$ cat config.mk
export PLATFORM = sky130hd
export DESIGN_NAME = ppq_ram
export DESIGN_NICKNAME = d
export VERILOG_FILES = /design/src/sv/ppq_ram.sv
export SDC_FILE = /design/constraint.sdc
export NUM_CORES = 1
export LEC_CHECK = 0
export BUFFER_PORTS_ARGS = -buffer_cell sky130_fd_sc_hd__buf_2
export CAP_MARGIN = 20
export CORE_ASPECT_RATIO = 1.25
export CORE_MARGIN = 2
export CORE_UTILIZATION = 30
export DETAILED_ROUTE_END_ITERATION = 6
export PLACE_DENSITY = 0.46
export SYNTH_ARGS = -nofsm -noshare
export SYNTH_HDL_FRONTEND = slang
export SYNTH_SLANG_ARGS = --single-unit
$ cat constraint.sdc
create_clock -name clk -period 2.65 [get_ports clk]
set_clock_uncertainty 0.2 [all_clocks]
set_input_delay 0.265 -clock clk [delete_from_list [all_inputs] [get_ports clk]]
set_output_delay 0.265 -clock clk [all_outputs]
set_load 0.005 [all_outputs]
$ cat src/sv/ppq_ram.sv
`timescale 1ns / 1ps
// ----------------------------------------------------------------------------
// ppq_ram
// generic simple dual port ram (one write port, one read port) with registered read
// ----------------------------------------------------------------------------
module ppq_ram #(
  parameter int WIDTH = 8,
  parameter int DEPTH = 64
) (
  input  logic                     clk,
  input  logic                     we,
  input  logic [$clog2(DEPTH)-1:0] waddr,
  input  logic [WIDTH-1:0]         wdata,
  input  logic [$clog2(DEPTH)-1:0] raddr,
  output logic [WIDTH-1:0]         rdata
);
  logic [WIDTH-1:0] mem [DEPTH];

  always_ff @(posedge clk) begin
    if (we) mem[waddr] <= wdata;
    rdata <= mem[raddr];
  end
endmodule

* Word-level counts from Yosys, hierarchy flattened
Memory sizes are Yosys's and may differ from the RTL's. A register that Yosys moved wholly into a read port is not among the register bits. Cells that the tools add are included.
Operators by class: muxes and demuxes 2
Operator list (number):
- 2-to-1 mux 1 bit | 2
Word-level totals: logic and storage cells 3, input port bits 22, register bits after elaboration 0, memories kept 1, output and inout bits 8, bits in writable memories 512
Memories:
- mem | depth 64, width 8, rd ports 1, clocked after Yosys merged registers in 1, wr ports 1, line 17 | logic [WIDTH-1:0] mem [DEPTH];

* Depth between registers and ports, before layout
depth in word-level cells 2, mapped depth 9, gate-level depth less buffers 5

* Worst setup path before layout
Ideal clock, no wire load.
path kind input -> register, start input port raddr[1], end register rdata[3] (read register of mem), arrival time 1805 ps, buffers on the path 3, setup slack 517 ps, stages on the path 7, path through buf_4 > buf_2 > buf_2 > mux4_2 > mux4_2 > o21ai_1 > o41ai_1
RTL lines:
- start: declaration | line 14 | input logic [$clog2(DEPTH)-1:0] raddr,
- end: declaration | line 15 | output logic [WIDTH-1:0] rdata

==> impl_metrics.ini <==
[clock_tree]
cts_buffer_depth = 3
clock_latency_ps = 600
root_buffer = clkbuf_16
post_cts_resized = 0
cts_max_level = 2
clk_pin_slew_ps = 60
cts_tree = built
cts.sinks = 520
cts_buffers = 51

[synth]
yosys_most_used_dff = edfxtp_1
syn_inst = 940
ys_seq_elements = 520
synth_async_sr_flop_share = 0
synth_fp_nets = 962
yosysWarnings = 0
syn_area_um2 = 20200
yosysSeqAreaShare = 0.770
post_synth.cell_area_avg_um2 = 21.5
synth-edff-count = 512
ys_types = 40

[sta]
fin_ws_ps = 342
rsz0062_at_grt = no
setup_tns_ps = 0
max_slew.worst_pin.slew_ps = 880
fmax_ghz = 0.433
relSlewSlack = 0.413
final.min_clock_period_ps = 2310
finalSetupViolations = 0
fin_crit_sh = 0.871
finalHoldViolCount = 0
slew_viol_final = 0

[grt]
grt-ovfl-total = 0
antenna_found_initial = 2
grt_util_all_layers = 0.152
grt_max_degree = 65
grt_first_pass_wirelength_um = 75100
first_global_vias = 10300

[die]
core-area_um2 = 66700
row_count = 106
fp.dieH_um = 294
dieArea_um2 = 69300
io_pins = 30
fp.dieW_um = 236
initial_core_util = 0.302

[routing]
viasPerCell = 4.87
ant_nets = 0
wl_um = 52200
wl_met3_um = 2120
via_count = 9798
drtIter0Drc = 846
top_layer_used = met5
wl_per_cell_um = 25.9
met1_length_um = 21700
firstDrtPassIters = 4
drcViolationCount = 0
wl_met2_um = 27000

[hold_path]
min_path_cells = 3
hold_start = waddr[2]
holdCritPathClass = in2reg
hold_end = mem[51][2]

[cells_and_area]
nets = 1126
multi_input_area_um2 = 4320
final_util = 0.360
area_delta_synth_final_pct = 19.1
design_area_um2 = 24000
nFillCells = 6161
ff_latch_area_um2 = 15500
drive_gt1_frac = 0.327

[worst_setup_path]
crit_arrival_ps = 2580
cp-start-kind = register
r2r_start = mem[29][4]
rrSetupSlack_ps = 340
rr_worst_depth = 5
r2r-end = rdata[4]
cp-end-kind = register
critPathLaunch = mem[29][4]
crit_type = reg2reg
crit_required_ps = 2930
cp_max_fo = 1

[placed_design]
port_buffers = 29
hpwl_um = 34200
gp_congestion = 0.761
dp_worst_setup_slack_ps = -27.3
placed_area_um2 = 22200

[power_and_ir_drop]
seq_power_share = 0.516
p_switching_mw = 3.74
cellLeakagePower_nw = 7.67
netSwitchingFraction = 0.211
clockPowerShare = 0.430
intPower_mw = 14.0
total_power_mw = 17.7
power_density_nw_per_um2 = 736
ir_drop_v = 0.000445
pwr-share-comb = 0.053

[status]
status = finished, final reports clean

[job]
max_cap_violations = 0
==> cells in the mapped netlist, types with 2 or more instances <==
master / number / share of area
edfxtp_1: 512 / 0.76
mux4_2: 126 / 0.14
nor2_1: 83 / 0.015
mux2i_1: 23 / 0.011
nand2_1: 19 / 0.0035
clkbuf_1: 17 / 0.0032
nor2b_1: 14 / 0.0043
buf_4: 13 / 0.0048
mux2_2: 13 / 0.0073
nand3_1: 13 / 0.0032
buf_2: 11 / 0.0027
dfxtp_1: 8 / 0.0079
o221ai_1: 8 / 0.0035
o22ai_1: 8 / 0.0025
nand2b_1: 7 / 0.0022
nor3_1: 7 / 0.0017
a221oi_1: 6 / 0.0026
a211oi_1: 4 / 0.0015
buf_1: 4 / 0.00074
buf_6: 4 / 0.0022
a21oi_1: 3 / 0.00074
a22oi_1: 3 / 0.0011
nand3b_1: 3 / 0.0011
o2111ai_1: 3 / 0.0013
o2bb2ai_1: 3 / 0.0013
a2111oi_0: 2 / 0.00087
buf_12: 2 / 0.0020
nand4_1: 2 / 0.00062
nor4_1: 2 / 0.00062
o21a_1: 2 / 0.00074
o21ai_0: 2 / 0.00050
o21ai_1: 2 / 0.00050
o221a_2: 2 / 0.0011
o32ai_1: 2 / 0.00087
o41ai_1: 2 / 0.00087
==> critical path, stage by stage, from the launching register on <==
cell and delay, ps:
edfxtp_1 360, mux4_2 480, mux2_2 290, o221a_2 280, nor3_1 430, o32ai_1 150
==> sequential cells by signal, indices dropped and copies added, names as in the netlist <==
register  count
mem         512
rdata         8
==> cells by family (layout without fill, tap and decap cells) <==
logic type | after synthesis | in the layout | synth area share
and+or+nand+nor | 153 | 153 | 0.0339
muxes | 162 | 162 | 0.159
DFF | 520 | 520 | 0.770
other | 0 | 1 | 0
buffers and inverters | 51 | 257 | 0.0157
AOI/OAI and AO/OA | 54 | 54 | 0.0207
==> what timing repair did <==
item,CTS,global route
endpoints found under the hold margin,64,0
setup endpoints to repair,0,0
buffers inserted,0,0
hold buffers,5,0
==> per-layer routing <==
layer | vias to the layer above | track usage
met5 | - | 0
met4 | 2 | 0.0469
met3 | 73 | 0.0240
met2 | 206 | 0.268
met1 | 5262 | 0.192
li1 | 4255 | -
==> worst max-delay path by stage <==
stage                     to  slack (ps)  cells after the start
finish              rdata[4]         340                      5
global route        rdata[4]         280                      5
CTS                 rdata[4]         410                      5
detailed placement  rdata[3]         -30                      7
global placement    rdata[3]        -130                      7
floorplan           rdata[3]         520                      7
==> cells in the final DEF, fill, tap and decap left out, types with 3 or more instances in the layout <==
cell and count:
edfxtp_1 512, mux4_2 126, buf_4 116, nor2_1 83
clkbuf_16 52, buf_2 26, mux2i_1 23, nand2_1 19
nor2b_1 14, buf_12 14, mux2_2 13, nand3_1 13
clkinv_2 11, clkinv_1 10, bufinv_16 9, o221ai_1 8
o22ai_1 8, clkbuf_1 8, dfxtp_1 8, nand2b_1 7
nor3_1 7, a221oi_1 6, dlygate4sd3_1 5, a211oi_1 4
nand3b_1 3, a21oi_1 3, a22oi_1 3, o2111ai_1 3
o2bb2ai_1 3
==> stage by stage <==
stage | cells | hold slack (ps)
final | 2011 | 49.1
after global routing | 2010 | 60.0
after CTS | 2010 | 21.8
after detailed placement | 1910 | 335
after global placement | 1910 | 343
after floorplan | 940 | 164
==> power groups by stage <==
stage               Clock [mW]  Sequential (mW)  Combinational [mW]
floorplan                    0             9.29               0.485
finish                    7.61             9.13               0.946
global placement             0             9.31               0.966
global route              8.11             9.13                1.02
detailed placement           0             9.31               0.971
CTS                       7.80             9.13               0.979
==> area by class of cell <==
class                           instances  area share
Multi-Input combinational cell        369       0.180
Sequential cell                       520       0.647
Antenna cell                            1    0.000104
Clock inverter                         35      0.0172
Timing Repair Buffer                  162      0.0560
Clock buffer                           60      0.0554
Tap cell                              864      0.0450
(Power assumes the default switching activity.)
