<file path="src/sv/ppq_pkg.sv">
`timescale 1ns / 1ps
// ----------------------------------------------------------------------------
// ppq_pkg
// types and constants shared by the paced packet queue
// ----------------------------------------------------------------------------
package ppq_pkg;

  localparam logic [1:0] CMD_PUSH = 2'd0;
  localparam logic [1:0] CMD_MARK = 2'd1;

  localparam logic [1:0] ST_OK    = 2'd0;
  localparam logic [1:0] ST_DUP   = 2'd1;
  localparam logic [1:0] ST_NOTFD = 2'd2;
  localparam logic [1:0] ST_FULL  = 2'd3;

  localparam logic [21:0] BYTES_MAX     = 22'h3FFFFF;
  localparam logic [15:0] RETIRED_SPACE = 16'd500;
  localparam logic [15:0] CFG_RESET     = 16'd2000;

  typedef enum logic [3:0] {
    S_IDLE, S_FIND, S_APPLY, S_RETIRE, S_RETIRE_RD, S_FRONT, S_DIV, S_OUT
  } state_t;

endpackage

</file>
<file path="src/sv/ppq_div.sv">
`timescale 1ns / 1ps
// ----------------------------------------------------------------------------
// ppq_div
// restoring divider, one quotient bit per cycle, 25 bit by 16 bit
// ----------------------------------------------------------------------------
module ppq_div
  import ppq_pkg::*;
(
  input  logic        clk,
  input  logic        rst,
  input  logic        start,
  input  logic [24:0] dividend,
  input  logic [15:0] divisor,
  output logic        busy,
  output logic [24:0] quotient
);
  logic [4:0]  cnt;
  logic [24:0] quo;
  logic [16:0] rem;
  logic [16:0] trial;

  assign trial = {rem[15:0], quo[24]} - {1'b0, divisor};
  assign quotient = quo;

  always_ff @(posedge clk) begin
    if (rst) begin
      busy <= 1'b0;
      cnt  <= '0;
    end else if (start) begin
      busy <= 1'b1;
      cnt  <= 5'd24;
      quo  <= dividend;
      rem  <= '0;
    end else if (busy) begin
      if (!trial[16]) begin
        rem <= trial;
        quo <= {quo[23:0], 1'b1};
      end else begin
        rem <= {rem[15:0], quo[24]};
        quo <= {quo[23:0], 1'b0};
      end
      if (cnt == 5'd0) busy <= 1'b0;
      else cnt <= cnt - 5'd1;
    end
  end
endmodule

</file>
<file path="config.mk">
export PLATFORM = sky130hd
export DESIGN_NAME = ppq_div
export DESIGN_NICKNAME = d
export VERILOG_FILES = /design/src/sv/ppq_pkg.sv /design/src/sv/ppq_div.sv
export SDC_FILE = /design/constraint.sdc
export NUM_CORES = 1
export LEC_CHECK = 0
export BUFFER_PORTS_ARGS = -buffer_cell sky130_fd_sc_hd__buf_2
export CAP_MARGIN = 20
export CORE_ASPECT_RATIO = 0.8
export CORE_MARGIN = 3
export CORE_UTILIZATION = 30
export CTS_CLUSTER_SIZE = 28
export DETAILED_ROUTE_END_ITERATION = 16
export GPL_TIMING_DRIVEN = 0
export PLACE_DENSITY = 0.63
export SLEW_MARGIN = 20
export SYNTH_ARGS = -nofsm -noshare
export SYNTH_HDL_FRONTEND = slang
export SYNTH_SLANG_ARGS = --single-unit
</file>
<file path="constraint.sdc">
create_clock -name clk -period 2.8 [get_ports clk]
set_input_delay 0.14 -clock clk [delete_from_list [all_inputs] [get_ports clk]]
set_output_delay 0.14 -clock clk [all_outputs]
set_load 0.1 [all_outputs]
</file>
Word-level counts from Yosys, hierarchy flattened --
Index checks and enable logic that the tools add are counted.
Storage, ports and cells: bits in registers 47, input bits 44, output and inout port bits 26, logic and storage cells 27
Cells by class: add/sub/neg operators 2, eq/ne operators 1, multiplexer cells 11, bitwise gates (word level) 2, reductions and logical operators 6
Operators with widths (count):
- $mux 25 | 2
- $mux 16 | 2
- $sub 17x16->17 | 1
- $mux 5 | 3
- $reduce_and 2->1 | 3
- $logic_not 5->1 | 1
- $sub 5x1->5 const B | 1
- $mux 1 | 4
- $ne 2x2->1 const B | 1
- $not 1->1 | 2
- $reduce_bool 2->1 | 1
- $reduce_or 2->1 | 1

Depth between registers and ports, before layout --
depth in word-level cells 4, gate-level depth with buffers 10, depth with buffers taken out 9

Least setup slack after synthesis --
Ideal clock, no wire load.
path type register to register, start point register quo[24], in the netlist quotient[24], end point register rem[8] (data pin), setup time 0.256 ns, arrival time 3.153 ns, required time 2.544 ns, slack -0.609 ns, stages on the path, launching flop included 11, period minus slack after synthesis 3.409 ns, cell sequence edfxtp_1 -> inv_1 -> ha_1 -> fa_1 -> nand2b_1 -> a21o_1 -> a22oi_1 -> a2111o_1 -> buf_2 -> a311oi_1 -> a31o_2
Between the ends: word-level cells in the longest chain between the ends 3
RTL lines:
- from (decl) | line ppq_div.sv:18 | logic [24:0] quo;
- from (signal assigned) | line ppq_div.sv:32 | quo <= dividend;
- from (signal assigned) | line ppq_div.sv:37 | quo <= {quo[23:0], 1'b1};
- from (signal assigned) | line ppq_div.sv:40 | quo <= {quo[23:0], 1'b0};
- $sub 17x16->17 | line ppq_div.sv:22 | assign trial = {rem[15:0], quo[24]} - {1'b0, divisor};
- $mux 16 | line ppq_div.sv:35 | if (!trial[16]) begin
- $mux 16 | line ppq_div.sv:34 | end else if (busy) begin
- to (signal assigned) | line ppq_div.sv:36 | rem <= trial;
- to (signal assigned) | line ppq_div.sv:39 | rem <= {rem[15:0], quo[24]};
- to (decl) | line ppq_div.sv:19 | logic [16:0] rem;
No other way between the ends. The select of a mux whose other input is x is not followed. A chain may end at the register's enable or synchronous reset.

Worst setup path after layout --
start point register rem[11], end point register rem[12] (data pin)
Between the ends: word-level cells in the longest chain between the ends 3
RTL lines (line):
- $sub 17x16->17 | ppq_div.sv:22
- $mux 16 * | ppq_div.sv:35
- $mux 16 * | ppq_div.sv:34
Every way passes the cells marked *; elsewhere a longest branch is shown, timed or not. The select of a mux whose other input is x is not followed.

==> out/qor.yml <==
clock_tree:
  clock_sinks: 47
  cts_tree: "yes"
  h-tree-depth: 2
  root_buffer: "clkbuf_16"
  path_clk_slew_ps: 60
  cts_buffer_depth: 2
  clk_latency_ps: 290
  cts_made_buffers: 5
logic_synthesis:
  synth.distinct_cells: 53
  synth_top_area_share: 0.4049
  synth-edff-count: 41
  ys_seq_elements: 47
  synth.most_common_cell: "edfxtp_1"
  synth.avg_cell_area_um2: 11.10
  yosysWarningCount: 0
  seq_area_frac_synth: 0.4444
  synth_flop_cell: "edfxtp_1"
  synthTopCellsByCount: "edfxtp_1 (41), mux2_2 (24), a21oi_1 (20), inv_1 (20), ha_1 (17)"
  ys_async_sr_fraction: 0
  synth_cells: 274
  synthTopCellsByArea: "edfxtp_1 (40%), mux2_2 (8.9%), ha_1 (7.0%), dfxtp_1 (4.0%), a21oi_1 (3.3%)"
  synth_nets: 336
  synth_area_um2: 3040
  yosysTopAreaCell: "edfxtp_1"
power_and_ir_drop:
  power_leakage_nw: 1.602
  peakVddDrop_uv: 250.1
  p_per_area_nw_per_um2: 606.2
outcome:
  status: "complete, no violations"
final_layout:
  area_growth_syn_to_layout_pct: 28.85
  diodes: 0
  drive_gt1_frac: 0.3816
  fin_area_um2: 3918
  layout.nets: 420
setup_path:
  cp-start-kind: "flip-flop"
  ff2ff_setup_slack_ps: 120
  timing.rr.end: "rem[12]"
  ff2ff_path_depth: 8
  setup.worst_path.end_class: "flip-flop"
  crit_fanout: 8
  crit_type: "flip-flop to flip-flop"
  crit_arrival_ps: 2710
  reg2reg_from: "rem[11]"
  required_ps: 2830
sta:
  final_hold_viol_count: 0
  fin_hold_ws_ps: 124.5
  finalMaxSlewViolations: 0
  min_period_over_period: 0.9578
  clock.fmax_ghz: 0.3729
  setup_viol: 0
  slew_headroom: 0.5640
  period_minus_slack_ps: 2682
  tightest_slew_ps: 652.5
  tns_ps: 0
  rsz0062_at_grt: "no"
  skew_ps: 10.37
floorplan:
  die_x_um: 118.6
  die_area_um2: 11390
  start_util: 0.3112
  dieHeight_um: 96.04
  row_count: 32
  core_um2: 9769
  ios: 70
drt:
  via_per_inst: 4.992
  avgRoutedWirePerCell_um: 14.84
  drt-initial-drc-count: 94
  firstDrtPassIters: 4
  num_vias: 2471
  drt_wl_total_um: 7345
  postRouteAntennaNets: 0
  drc_errors: 0
grt:
  grtUsageTotal: 0.1255
  antenna_found_initial: 0
  grt_pass1_wl_um: 11560
  grt_pass1_vias: 2358
  grt.overflow.total: 0
  grt_max_degree: 24
placed_design:
  place_area_um2: 3627
  dp_hpwl_um: 5498
  io_buffers: 68
  routabilityCongestion: 0.7955
job:
  maxCapViolations: 0
min_path:
  min-delay-start: "rst"
  hold_depth: 2
  min_path_type: "input port to flip-flop"
  hold_path_end: "cnt[4]"
layout by cell type (no fill, tap or decap), types with 3 or more instances in the layout:
master	netlist	routed
a21o_1	6	5
a21oi_1	20	20
a31o_2	4	4
buf_2	3	68
buf_4	0	10
clkbuf_1	6	6
clkbuf_16	0	5
dfxtp_1	6	6
edfxtp_1	41	41
ha_1	17	14
inv_1	20	20
mux2_2	24	24
nand2_1	12	12
nand2b_1	4	3
nand3_1	5	4
nand4_1	9	9
nor2_1	12	11
nor2b_1	7	7
nor3_1	4	4
nor3b_1	3	3
nor4_1	5	4
o21ai_0	3	3
o31ai_1	9	9
xnor2_1	10	10
xor2_1	3	3
critical path, cell delays in order (launching register included):
cell and delay (ps):
edfxtp_1 420, ha_1 310, buf_6 140, and3_4 180
a221oi_4 260, o21ai_4 130, a221oi_4 380, nand3_1 280
a41o_1 310
layer usage:
metal / wire [µm] / GRT usage / vias to the layer above
li1: - / - / 1217
met1: 3589 / 0.1702 / 1181
met2: 3351 / 0.2052 / 66
met3: 354 / 0.03231 / 7
met4: 50 / 0.02507 / 0
met5: 0 / 0 / -
report_power, final:
group | internal, W | total, W | switching [W]
Clock | 0.000355 | 0.000610 | 0.000256
Combinational | 0.000337 | 0.000884 | 0.000547
Sequential | 0.000844 | 0.000881 | 0.0000361
flip-flops by register name, summed over array words and instances (netlist names):
signal    count
cnt           5
quotient     25
rem          16
busy          1
stage by stage:
| stage | utilization | total power (W) | setup WS (ps) | cells |
|---|---|---|---|---|
| 2_1_floorplan | - | 0.001525 | -404.4 | 274 |
| 3_3_place_gp | 0.3680 | 0.001680 | -208.6 | 478 |
| 3_5_place_dp | 0.3713 | 0.001698 | -85.34 | 479 |
| 4_1_cts | 0.3910 | 0.002331 | 13.89 | 491 |
| 5_1_grt | 0.4010 | 0.002484 | 11.98 | 495 |
| 6_report | 0.4010 | 0.002375 | 118.1 | 495 |
final cells by class:
| cell class | instances | area [µm²] |
|---|---|---|
| fill | 983 | 5852 |
| multi-input combinational | 194 | 1663 |
| sequential | 47 | 1351 |
| timing repair buffer | 78 | 439.2 |
| tap | 136 | 170.2 |
| clock buffer | 7 | 142.6 |
| inverter | 21 | 78.83 |
| buffer | 11 | 67.56 |
| clock inverter | 1 | 5.005 |
worst max path at each step:
| stage | end | from | slack [ps] | cells past startpoint |
|---|---|---|---|---|
| floorplan | rem[8] | quotient[24] | -400 | 10 |
| global placement | quotient[19] | start | -210 | 4 |
| detailed placement | rem[8] | rem[10] | -90 | 7 |
| CTS | rem[14] | rem[11] | 10 | 10 |
| global route | rem[8] | rem[11] | 10 | 9 |
| finish | rem[12] | rem[11] | 120 | 8 |
cell families after synthesis:
kind of cell | Yosys count | share of synthesized area
AO/OA/AOI/OAI | 69 | 0.1794
XOR/XNOR | 13 | 0.03745
adder cells (fa/ha/maj) | 18 | 0.07654
buffers and inverters | 33 | 0.04485
flip-flops | 47 | 0.4444
multiplexers | 25 | 0.09218
AND/OR/NAND/NOR | 69 | 0.1251
what timing repair did:
item | in CTS | in global routing
hold buffers | 0 | 0
pin swaps | 2 | 3
endpoints found under the setup margin | 10 | 12
gates resized for setup | 2 | 7
buffers inserted | 4 | 5
(Power assumes the default switching activity.)
